===== config.mk =====
export PLATFORM = sky130hd
export DESIGN_NAME = base64_stream_decoder
export DESIGN_NICKNAME = d
export VERILOG_FILES = /design/src/sv/b64d_pkg.sv /design/src/sv/base64_stream_decoder.sv
export SDC_FILE = /design/constraint.sdc
export NUM_CORES = 1
export LEC_CHECK = 0
export ABC_CLOCK_PERIOD_IN_PS = 6300
export BUFFER_PORTS_ARGS = -buffer_cell sky130_fd_sc_hd__clkbuf_2
export CORE_MARGIN = 8
export CORE_UTILIZATION = 60
export CTS_CLUSTER_DIAMETER = 50
export DETAILED_ROUTE_END_ITERATION = 12
export PLACE_DENSITY = 0.88
export SLEW_MARGIN = 20
export SYNTH_ARGS = -nofsm -noshare
export SYNTH_HDL_FRONTEND = slang
export SYNTH_SLANG_ARGS = --single-unit

===== constraint.sdc =====
create_clock -name aclk -period 6.3 [get_ports aclk]
set_input_delay 0.63 -clock aclk [delete_from_list [all_inputs] [get_ports aclk]]
set_output_delay 0.63 -clock aclk [all_outputs]
set_load 0.005 [all_outputs]

===== src/sv/b64d_pkg.sv =====
// ----------------------------------------------------------------------------
// b64d_pkg
// Shared types, codes and the character lookup of the base64 stream decoder.
// ----------------------------------------------------------------------------
package b64d_pkg;

    localparam int unsigned CharWidth   = 8;
    localparam int unsigned CountWidth  = 16;
    localparam int unsigned StatusWidth = 2;
    localparam int unsigned SymWidth    = 7;
    localparam int unsigned AccWidth    = 18;
    localparam int unsigned MaxResults  = 4;
    localparam int unsigned AddrWidth   = 3;

    localparam logic [StatusWidth-1:0] STATUS_DATA = 2'd0;
    localparam logic [StatusWidth-1:0] STATUS_DONE = 2'd1;
    localparam logic [StatusWidth-1:0] STATUS_ERR  = 2'd2;

    localparam logic [CountWidth-1:0] CAPACITY_RESET = 16'hFFFF;

    // register word index of out_capacity
    localparam logic [AddrWidth-3:0] REG_OUT_CAPACITY = 1'b0;

    localparam logic [SymWidth-1:0] SYM_PAD = 7'd64;
    localparam logic [SymWidth-1:0] SYM_BAD = 7'd65;

    typedef struct packed {
        logic [CountWidth-1:0]  byte_total;
        logic [StatusWidth-1:0] status;
        logic [CharWidth-1:0]   out_byte;
    } result_t;

    // map a character to its sextet, or to the pad and invalid codes
    function automatic logic [SymWidth-1:0] sym_value(input logic [CharWidth-1:0] ch);
        logic [SymWidth-1:0] v;
        v = SYM_BAD;
        if (ch >= 8'h41 && ch <= 8'h5A) begin
            v = SymWidth'(ch - 8'h41);
        end else if (ch >= 8'h61 && ch <= 8'h7A) begin
            v = SymWidth'(ch - 8'h61) + 7'd26;
        end else if (ch >= 8'h30 && ch <= 8'h39) begin
            v = SymWidth'(ch - 8'h30) + 7'd52;
        end else if (ch == 8'h2B) begin
            v = 7'd62;
        end else if (ch == 8'h2F) begin
            v = 7'd63;
        end else if (ch == 8'h3D) begin
            v = SYM_PAD;
        end
        return v;
    endfunction

endpackage


===== src/sv/base64_stream_decoder.sv =====
// ----------------------------------------------------------------------------
// base64_stream_decoder
// Decodes base64 text one character per transfer into bytes with status.
// ----------------------------------------------------------------------------
// Usage:
//   Input stream: s_tdata[7:0] carries one ASCII character, s_tlast marks the
//   final character of a message. Output stream: one result per transfer,
//   m_tdata holds out_byte, status (0 data, 1 done, 2 error) and byte_total;
//   m_tlast marks the final result caused by one input character.
//   An input character is decoded in the cycle it is accepted; its results
//   (zero to four) appear from the next cycle, one per cycle while the
//   receiver is ready, out of a four-entry result buffer. The buffer accepts
//   the next character in the cycle its last pending result is transferred,
//   so characters with at most one result stream at one per cycle while the
//   receiver is ready.
//   The APB port holds out_capacity at address 0; write it only while idle.
//   Reset clears the buffer and decoder state and sets out_capacity to 65535.
//   A transfer with s_tlast clears the decoder state after its results.
//   When the receiver stalls, the buffer holds its results and s_tready stays
//   low while any result is waiting.
// ----------------------------------------------------------------------------
module base64_stream_decoder
    import b64d_pkg::*;
(
    input  logic                 aclk,
    input  logic                 aresetn,
    input  logic                 s_tvalid,
    output logic                 s_tready,
    input  logic [7:0]           s_tdata,   // [7:0] char_in
    input  logic                 s_tlast,   // end_of_text
    output logic                 m_tvalid,
    input  logic                 m_tready,
    output logic [31:0]          m_tdata,   // [7:0] out_byte, [9:8] status,
                                            // [25:10] byte_total, [31:26] zero
    output logic                 m_tlast,   // last_of_run
    input  logic                 psel,
    input  logic                 penable,
    input  logic                 pwrite,
    input  logic [AddrWidth-1:0] paddr,
    input  logic [31:0]          pwdata,
    output logic [31:0]          prdata,
    output logic                 pready
);

    logic [CountWidth-1:0] capacity_reg;
    logic [1:0]            pos_reg, pos_next;
    logic [AccWidth-1:0]   acc_reg, acc_next;
    logic [CountWidth-1:0] bw_reg, bw_next;
    logic                  stopped_reg, stopped_next;
    result_t               res_reg [MaxResults];
    result_t               res_next [MaxResults];
    logic [2:0]            rem_reg, rem_next;

    logic                  s_xfer, m_xfer, cfg_write;
    logic [SymWidth-1:0]   sym;
    logic                  bad;
    logic [5:0]            sextet;
    logic [AccWidth-1:0]   acc_a;
    logic [23:0]           word;
    logic [1:0]            nb, k;
    logic                  fin, cap_err;
    logic [StatusWidth-1:0] fin_status;
    logic [CharWidth-1:0]  bytes [3];
    logic [CountWidth-1:0] cnt [3];
    result_t               load [MaxResults];
    logic [2:0]            load_count;

    assign pready    = 1'b1;
    assign cfg_write = psel & penable & pwrite & pready;
    assign prdata    = (paddr[AddrWidth-1:2] == REG_OUT_CAPACITY) ?
                       {16'b0, capacity_reg} : 32'b0;

    assign s_tready = (rem_reg == 3'd0) || (rem_reg == 3'd1 && m_tready);
    assign s_xfer   = s_tvalid & s_tready;
    assign m_tvalid = (rem_reg != 3'd0);
    assign m_xfer   = m_tvalid & m_tready;
    assign m_tdata  = {6'b0, res_reg[0].byte_total, res_reg[0].status,
                       res_reg[0].out_byte};
    assign m_tlast  = (rem_reg == 3'd1);

    assign sym    = sym_value(s_tdata);
    assign bad    = sym[6];
    assign sextet = sym[5:0];
    assign acc_a  = {acc_reg[11:0], sextet};
    assign word   = {acc_reg, sextet};

    // decode one character against the group position
    always_comb begin
        nb         = 2'd0;
        fin        = 1'b0;
        fin_status = STATUS_DONE;
        bytes[0]   = '0;
        bytes[1]   = '0;
        bytes[2]   = '0;
        pos_next   = pos_reg;
        acc_next   = acc_reg;
        unique case (pos_reg)
            2'd0: begin
                if (s_tdata == 8'h00) begin
                    fin = 1'b1;
                end else if (bad || s_tlast) begin
                    fin        = 1'b1;
                    fin_status = STATUS_ERR;
                end else begin
                    acc_next = {12'b0, sextet};
                    pos_next = 2'd1;
                end
            end
            2'd1: begin
                if (bad) begin
                    fin        = 1'b1;
                    fin_status = STATUS_ERR;
                end else if (s_tlast) begin
                    nb       = 2'd1;
                    bytes[0] = acc_a[11:4];
                    fin      = 1'b1;
                end else begin
                    acc_next = acc_a;
                    pos_next = 2'd2;
                end
            end
            2'd2: begin
                if (bad) begin
                    nb       = 2'd1;
                    bytes[0] = acc_reg[11:4];
                    fin      = 1'b1;
                end else if (s_tlast) begin
                    nb       = 2'd2;
                    bytes[0] = acc_a[17:10];
                    bytes[1] = acc_a[9:2];
                    fin      = 1'b1;
                end else begin
                    acc_next = acc_a;
                    pos_next = 2'd3;
                end
            end
            2'd3: begin
                if (bad) begin
                    nb       = 2'd2;
                    bytes[0] = acc_reg[17:10];
                    bytes[1] = acc_reg[9:2];
                    fin      = 1'b1;
                end else begin
                    nb       = 2'd3;
                    bytes[0] = word[23:16];
                    bytes[1] = word[15:8];
                    bytes[2] = word[7:0];
                    fin      = s_tlast;
                    acc_next = '0;
                    pos_next = 2'd0;
                end
            end
            default: begin
                pos_next = pos_reg;
            end
        endcase
    end

    // capacity check on each byte and assembly of the result list
    always_comb begin
        cnt[0] = bw_reg + 16'd1;
        cnt[1] = bw_reg + 16'd2;
        cnt[2] = bw_reg + 16'd3;
        cap_err = 1'b1;
        priority if (nb >= 2'd1 && cnt[0] >= capacity_reg) begin
            k = 2'd1;
        end else if (nb >= 2'd2 && cnt[1] >= capacity_reg) begin
            k = 2'd2;
        end else if (nb == 2'd3 && cnt[2] >= capacity_reg) begin
            k = 2'd3;
        end else begin
            k       = nb;
            cap_err = 1'b0;
        end

        for (int i = 0; i < MaxResults; i++) begin
            load[i] = '0;
        end
        for (int i = 0; i < 3; i++) begin
            if (2'(i) < k) begin
                load[i].out_byte   = bytes[i];
                load[i].status     = STATUS_DATA;
                load[i].byte_total = cnt[i];
            end
        end
        if (cap_err || fin) begin
            load[k].out_byte   = '0;
            load[k].status     = cap_err ? STATUS_ERR : fin_status;
            load[k].byte_total = bw_reg + CountWidth'(k);
        end
        load_count = 3'(k) + 3'(cap_err | fin);
        if (stopped_reg) begin
            load_count = 3'd0;
        end

        bw_next      = bw_reg;
        stopped_next = stopped_reg;
        if (!stopped_reg) begin
            bw_next      = bw_reg + CountWidth'(k);
            stopped_next = cap_err | fin;
        end
    end

    // result buffer: load on an input transfer, else shift on an output one
    always_comb begin
        rem_next = rem_reg;
        for (int i = 0; i < MaxResults; i++) begin
            res_next[i] = res_reg[i];
        end
        if (s_xfer) begin
            rem_next = load_count;
            for (int i = 0; i < MaxResults; i++) begin
                res_next[i] = load[i];
            end
        end else if (m_xfer) begin
            rem_next = rem_reg - 3'd1;
            for (int i = 0; i < MaxResults - 1; i++) begin
                res_next[i] = res_reg[i+1];
            end
        end
    end

    always_ff @(posedge aclk) begin
        for (int i = 0; i < MaxResults; i++) begin
            res_reg[i] <= res_next[i];
        end
    end

    always_ff @(posedge aclk) begin
        if (!aresetn) begin
            capacity_reg <= CAPACITY_RESET;
            pos_reg      <= 2'd0;
            acc_reg      <= '0;
            bw_reg       <= '0;
            stopped_reg  <= 1'b0;
            rem_reg      <= 3'd0;
        end else begin
            rem_reg <= rem_next;
            if (cfg_write && paddr[AddrWidth-1:2] == REG_OUT_CAPACITY) begin
                capacity_reg <= pwdata[CountWidth-1:0];
            end
            if (s_xfer) begin
                if (s_tlast) begin
                    pos_reg     <= 2'd0;
                    acc_reg     <= '0;
                    bw_reg      <= '0;
                    stopped_reg <= 1'b0;
                end else if (!stopped_reg) begin
                    pos_reg     <= pos_next;
                    acc_reg     <= acc_next;
                    bw_reg      <= bw_next;
                    stopped_reg <= stopped_next;
                end
            end
        end
    end

    a_rem_bound: assert property (@(posedge aclk) disable iff (!aresetn)
        rem_reg <= 3'(MaxResults))
        else $error("result buffer count out of range");

    a_final_last: assert property (@(posedge aclk) disable iff (!aresetn)
        m_tvalid && m_tdata[9:8] != STATUS_DATA |-> m_tlast)
        else $error("done or error result not marked last");

    a_eot_clear: assert property (@(posedge aclk) disable iff (!aresetn)
        s_xfer && s_tlast |=> pos_reg == 2'd0 && bw_reg == '0 && !stopped_reg)
        else $error("decoder state not cleared after end of text");

    a_stopped_silent: assert property (@(posedge aclk) disable iff (!aresetn)
        s_xfer && stopped_reg |=> rem_reg == 3'd0)
        else $error("results produced after the message ended");

endmodule

Word level (Yosys, flattened, before mapping)
Memory sizes are Yosys's and may differ from the RTL's.
Cells that the tools add are included.
- register bits: 56
- bits in writable memories: 104
- input port bits: 51
- output and inout bits: 68
- word-level logic and storage cells: 155
- memories kept: 1
- memories (memory ; depth ; bits a word ; read ports ; clocked after Yosys merged registers in ; write ports ; line ; text):
    res_reg ; 4 ; 26 ; 4 ; 0 ; 4 ; base64_stream_decoder.sv:50 ; result_t res_reg [MaxResults];
- $add $sub $neg: 11
- magnitude comparators: 16
- equality and inequality tests: 15
- mux-type cells: 77
- bitwise gates (word level): 8
- reduce and logical (&&, ||, !) cells: 21
- operator list (cell ; count):
    $bwmux 104 ; 3
    $demux 26 s2 ; 3
    $mux 78 ; 2
    $mux 26 ; 5
    $mux 18 ; 6
    $mux 104 ; 1
    $mux 16 ; 4
    $mux 8 ; 7
    $pmux 18 s3 ; 1
    $ge 16x16->1 ; 3
    $mux 7 ; 5
    $add 16x2->16 const B ; 2
    $mux 2 ; 16
    $eq 8x6->1 const B ; 3
    $pmux 8 s3 ; 1
    $ne 3x3->1 const B ; 6
    $add 16x1->16 const B ; 1
    $add 16x2->16 ; 1
    $ge 8x7->1 const B ; 2
    $le 8x7->1 const B ; 2
    $pmux 8 s2 ; 1
    $mux 1 ; 14
    $sub 7x7->7 const B ; 2
    $mux 10 ; 1
    other kinds (37) ; 56

Longest topological paths before layout
- depth after elaboration: 24
- depth in mapped cells: 24
- mapped depth without buffers: 21

Worst setup path after synthesis
Ideal clock, no wire load.
- path kind: register to register
- start: register bw_reg[5]
- end: memory res_reg[2][24] (netlist name), data pin
- library setup time: 257 ps
- data arrival time: 4931 ps
- data required time: 6043 ps
- slack: 1112 ps
- cell stages (with the launch flop): 25
- buffers on the path: 4
- period minus slack after synthesis: 5188 ps
- cell sequence: dfxtp_1 buf_2 nand4_1 or2_2 clkbuf_1 nor2_1 xor2_1 ha_1 a21oi_1 o21ai_1 a2111oi_0 o21ai_1 a311o_1 a211o_1 buf_4 buf_2 nand2_1 ha_1 fa_1 and2_1 nand2_1 nor3_1 xnor2_1 nand2_1 a32o_1
- RTL lines (item ; line ; text):
    from (decl) ; base64_stream_decoder.sv:48 ; logic [CountWidth-1:0] bw_reg, bw_next;
    from (signal assigned) ; base64_stream_decoder.sv:251 ; bw_reg <= bw_next;
    to (decl) ; base64_stream_decoder.sv:50 ;

==> impl_metrics.csv <==
group,metric,value,unit
run_status,outcome,"finished, final reports clean",
cells_and_area,areaGrowthSynthToFinish,9.78,%
setup_path,critPathTopFamily,"compound AO/OA/AOI/OAI gates",
cells_and_area,antenna_cells,0,
clock_tree,clock-sinks,152,
clock_tree,post_cts_buffers,0,
synthesis,synthCells,1108,
route,drc,0,
sta,tightest_slew,1.18,ns
setup_path,cp.required,6.48,ns
floorplanning,die_area,0.0215,sq mm
sta,finalCritPeriodShare,91.7,%
sta,tns,0,ns
route,drtIter0Drc,1271,
synthesis,synth_area,0.0102,sq mm
worst_hold_path,hold_end,"capacity_reg[0]",
grt,grt_max_degree,80,
sta,holdWs,0.413,ns
placed_design,dp_hpwl,19.2,mm
cells_and_area,largest_reg_flops,96,
synthesis,synth_async_sr_flop_share,0,%
sta,period_needed,5.78,ns
route,avgViaCountPerCell,6.44,
worst_hold_path,worstHoldStart,"pwdata[0]",
floorplanning,core_area,0.0166,sq mm
placed_design,io_buffer_count,77,
sta,fmax,173,MHz
setup_path,worst-r2r-setup-slack,0.52,ns
grt,antenna_found_initial,1,
cells_and_area,layout-drive-gt1-share,14.2,%
power,total_power,0.00371,W
floorplanning,io_pins,119,
clock_tree,cts_root_buf,"clkbuf_16",
setup_path,crit_path_start_kind,"flip-flop",
synthesis,yosysTopAreaCell,"edfxtp_1",
sta,hold_violations,0,
synthesis,yosysSeqAreaShare,39.2,%
setup_path,cp_slowest_cell,"o31ai_1",
route,first_pass_iters,5,
setup_path,rr_worst_depth,20,
synthesis,ys_top_cells_by_count,"nand2_1 (133), edfxtp_1 (96), nor2_1 (95), ha_1 (73), o21ai_0 (58)",
synthesis,ys_types,83,
clock_tree,clock_tree.buffer_depth,2,
power,ir_worst_vdd,0.276,mV
clock_tree,cts_made_buffers,17,
setup_path,path_cells,"nand4_1 > or2_2 > nor2_1 > nand2_1 > xnor2_1 > ha_1 > nand2_1 > o21ai_0 > a41oi_1 > o31ai_1 > o2111ai_2 > nand2_1 > ha_1 > nor2b_1 > o2111ai_1 > or2_2 > nor2_1 > xor2_1 > a221oi_1 > nor2_1",
synthesis,synthMostInstantiatedCell,"nand2_1",
sta,fin_worst_skew,0.0154,ns
setup_path,worstReg2RegStart,"bw_reg[8]",
setup_path,r2r_end,"res_reg[1][25]",
floorplanning,die_y,146,um
synthesis,synth-seq-cells,152,
sta,slew_headroom,20.5,%
clock_tree,clk_pin_slew_worst_paths,0.07,ns
floorplanning,fp.dieW,146,um
floorplanning,start_util,61.4,%
placed_design,routabilityCongestion,0.974,
cells_and_area,finalNonFillerCells,1380,
synthesis,synth_ff_type,"edfxtp_1",
power,power_density,331,mW/mm^2
worst_hold_path,hp-class,"input pin to flip-flop",
clock_tree,htreeDepth,4,
grt,grt_pass1_wl,43.7,mm
placed_design,placedCellCount,1348,
grt,overflow,0,
sta,final_max_slew_viol_count,0,
synthesis,avgSynthCellArea,9.22,sq um
synthesis,synth.top_cell.area_share,28.2,%
clock_tree,ctsHoldBuffers,0,
sta,rsz0062_at_grt,"no",
setup_path,end_kind,"flip-flop",
setup_path,criticalPathCategory,"flip-flop to flip-flop",
clock_tree,clock_latency,0.45,ns
setup_path,crit_arrival,5.95,ns
route,drt_wl_total,27.3,mm
setup_path,cp_max_fo,9,
floorplanning,rows,47,
cells_and_area,nNetsFinal,1272,
grt,grt_pass1_vias,8362,
setup_path,cpPeakStageDelay,0.59,ns
route,ant_nets,0,
grt,grtUsageTotal,25.1,%
synthesis,synth_area_leaders,"edfxtp_1 (28%), dfxtp_1 (11%), ha_1 (8.9%)",
run,cap_violations,0,
clock_tree,cts_resized,0,
cells_and_area,fillers,1332,
worst_hold_path,holdPathStages,3,
power,p_leak,4.69,nW
sta,setup_violations,0,
clock_tree,cts_tree,"yes",
setup_path,crit_buf_inv,0,
synthesis,synth_edf_count,96,
synthesis,yosys_warnings,0,
route,vias,8887,
route,wl_per_cell,19.8,um
cells_and_area,final_core_util,67.4,%
-- logic make-up after synthesis --
| logic type | count (synthesis) | share of synthesized area [%] |
|---|---|---|
| simple gates | 387 | 17.8 |
| compound gates | 282 | 21.2 |
| flops | 152 | 39.2 |
| buf+inv | 145 | 6.81 |
| fa+ha+maj | 74 | 9.14 |
| xor+xnor | 59 | 5.06 |
| mux | 7 | 0.723 |
| other cells | 2 | 0.0735 |
-- placed cells by master (no fill, tap or decap), drive strengths merged, types with 4 or more instances in the layout --
cell type and instances:
a2111oi 4, a21oi 39, nor2 96, o21ai 62
nand2 133, a21o 12, inv 52, xor2 29
o31ai 9, o211ai 23, mux2i 4, conb 23
a21boi 19, and3 13, edfxtp 96, xnor2 30
a222oi 8, clkbuf 94, a22oi 7, a31oi 9
o41ai 25, buf 22, a32oi 6, and2 23
dfxtp 56, a2bb2oi 15, nand4 8, a22o 7
nor2b 22, or3 6, or2 5, ha 73
nand3 39, a221oi 5, nor3 29, a211oi 5
-- metal layers --
| layer | vias up | GRT usage [%] | wire length (um) |
|---|---|---|---|
| met5 | - | 0 | 13 |
| met4 | 2 | 7.99 | 600 |
| met3 | 66 | 6.86 | 3360 |
| met2 | 572 | 37.6 | 11800 |
| met1 | 4178 | 34.5 | 11600 |
| li1 | 4069 | - | - |
-- power by group --
| part | switching [W] | internal [W] | leakage, nW |
|---|---|---|---|
| Sequential | 0.0000957 | 0.00150 | 1.42 |
| Combinational | 0.000706 | 0.000348 | 2.99 |
| Clock | 0.000460 | 0.000599 | 0.288 |
-- area by class of cell --
cell class	instances	area, sq um	share of cell area, %
Clock buffer	17	425	3.79
Sequential cell	152	4000	35.7
Timing Repair Buffer	99	551	4.91
Multi-Input combinational cell	832	5610	50.0
Clock inverter	15	183	1.63
Inverter	45	169	1.51
Tap cell	220	275	2.45
-- worst max-delay path by stage --
stage | endpoint | startpoint | cells past startpoint | slack [ns]
final | res_reg[1][25] | bw_reg[8] | 20 | 0.52
after global routing | res_reg[0][25] | bw_reg[8] | 20 | 0.22
after CTS | res_reg[0][25] | bw_reg[8] | 20 | 0.63
after detailed placement | res_reg[0][25] | bw_reg[1] | 21 | 0.69
after global placement | res_reg[1][25] | bw_reg[8] | 20 | 0.73
after floorplan | res_reg[2][24] | bw_reg[5] | 24 | 1.11
-- through the flow --
stage	area [sq um]	setup slack (ns)
finish	11200	0.523
floorplan	10300	1.11
detailed placement	10600	0.695
global placement	10600	0.733
CTS	11200	0.634
global route	11200	0.224
-- worst register-to-register path, stage by stage, from the launching register on --
cell and delay, ns:
dfxtp_1 0.50, nand4_1 0.25, or2_2 0.43, nor2_1 0.17, nand2_1 0.09, xnor2_1 0.35
ha_1 0.23, nand2_1 0.06, o21ai_0 0.30, a41oi_1 0.12, o31ai_1 0.59, o2111ai_2 0.39
nand2_1 0.22, ha_1 0.21, nor2b_1 0.18, o2111ai_1 0.25, or2_2 0.41, nor2_1 0.15
xor2_1 0.16, a221oi_1 0.40, nor2_1 0.07
No activity file was read; power rests on OpenSTA's default activity.
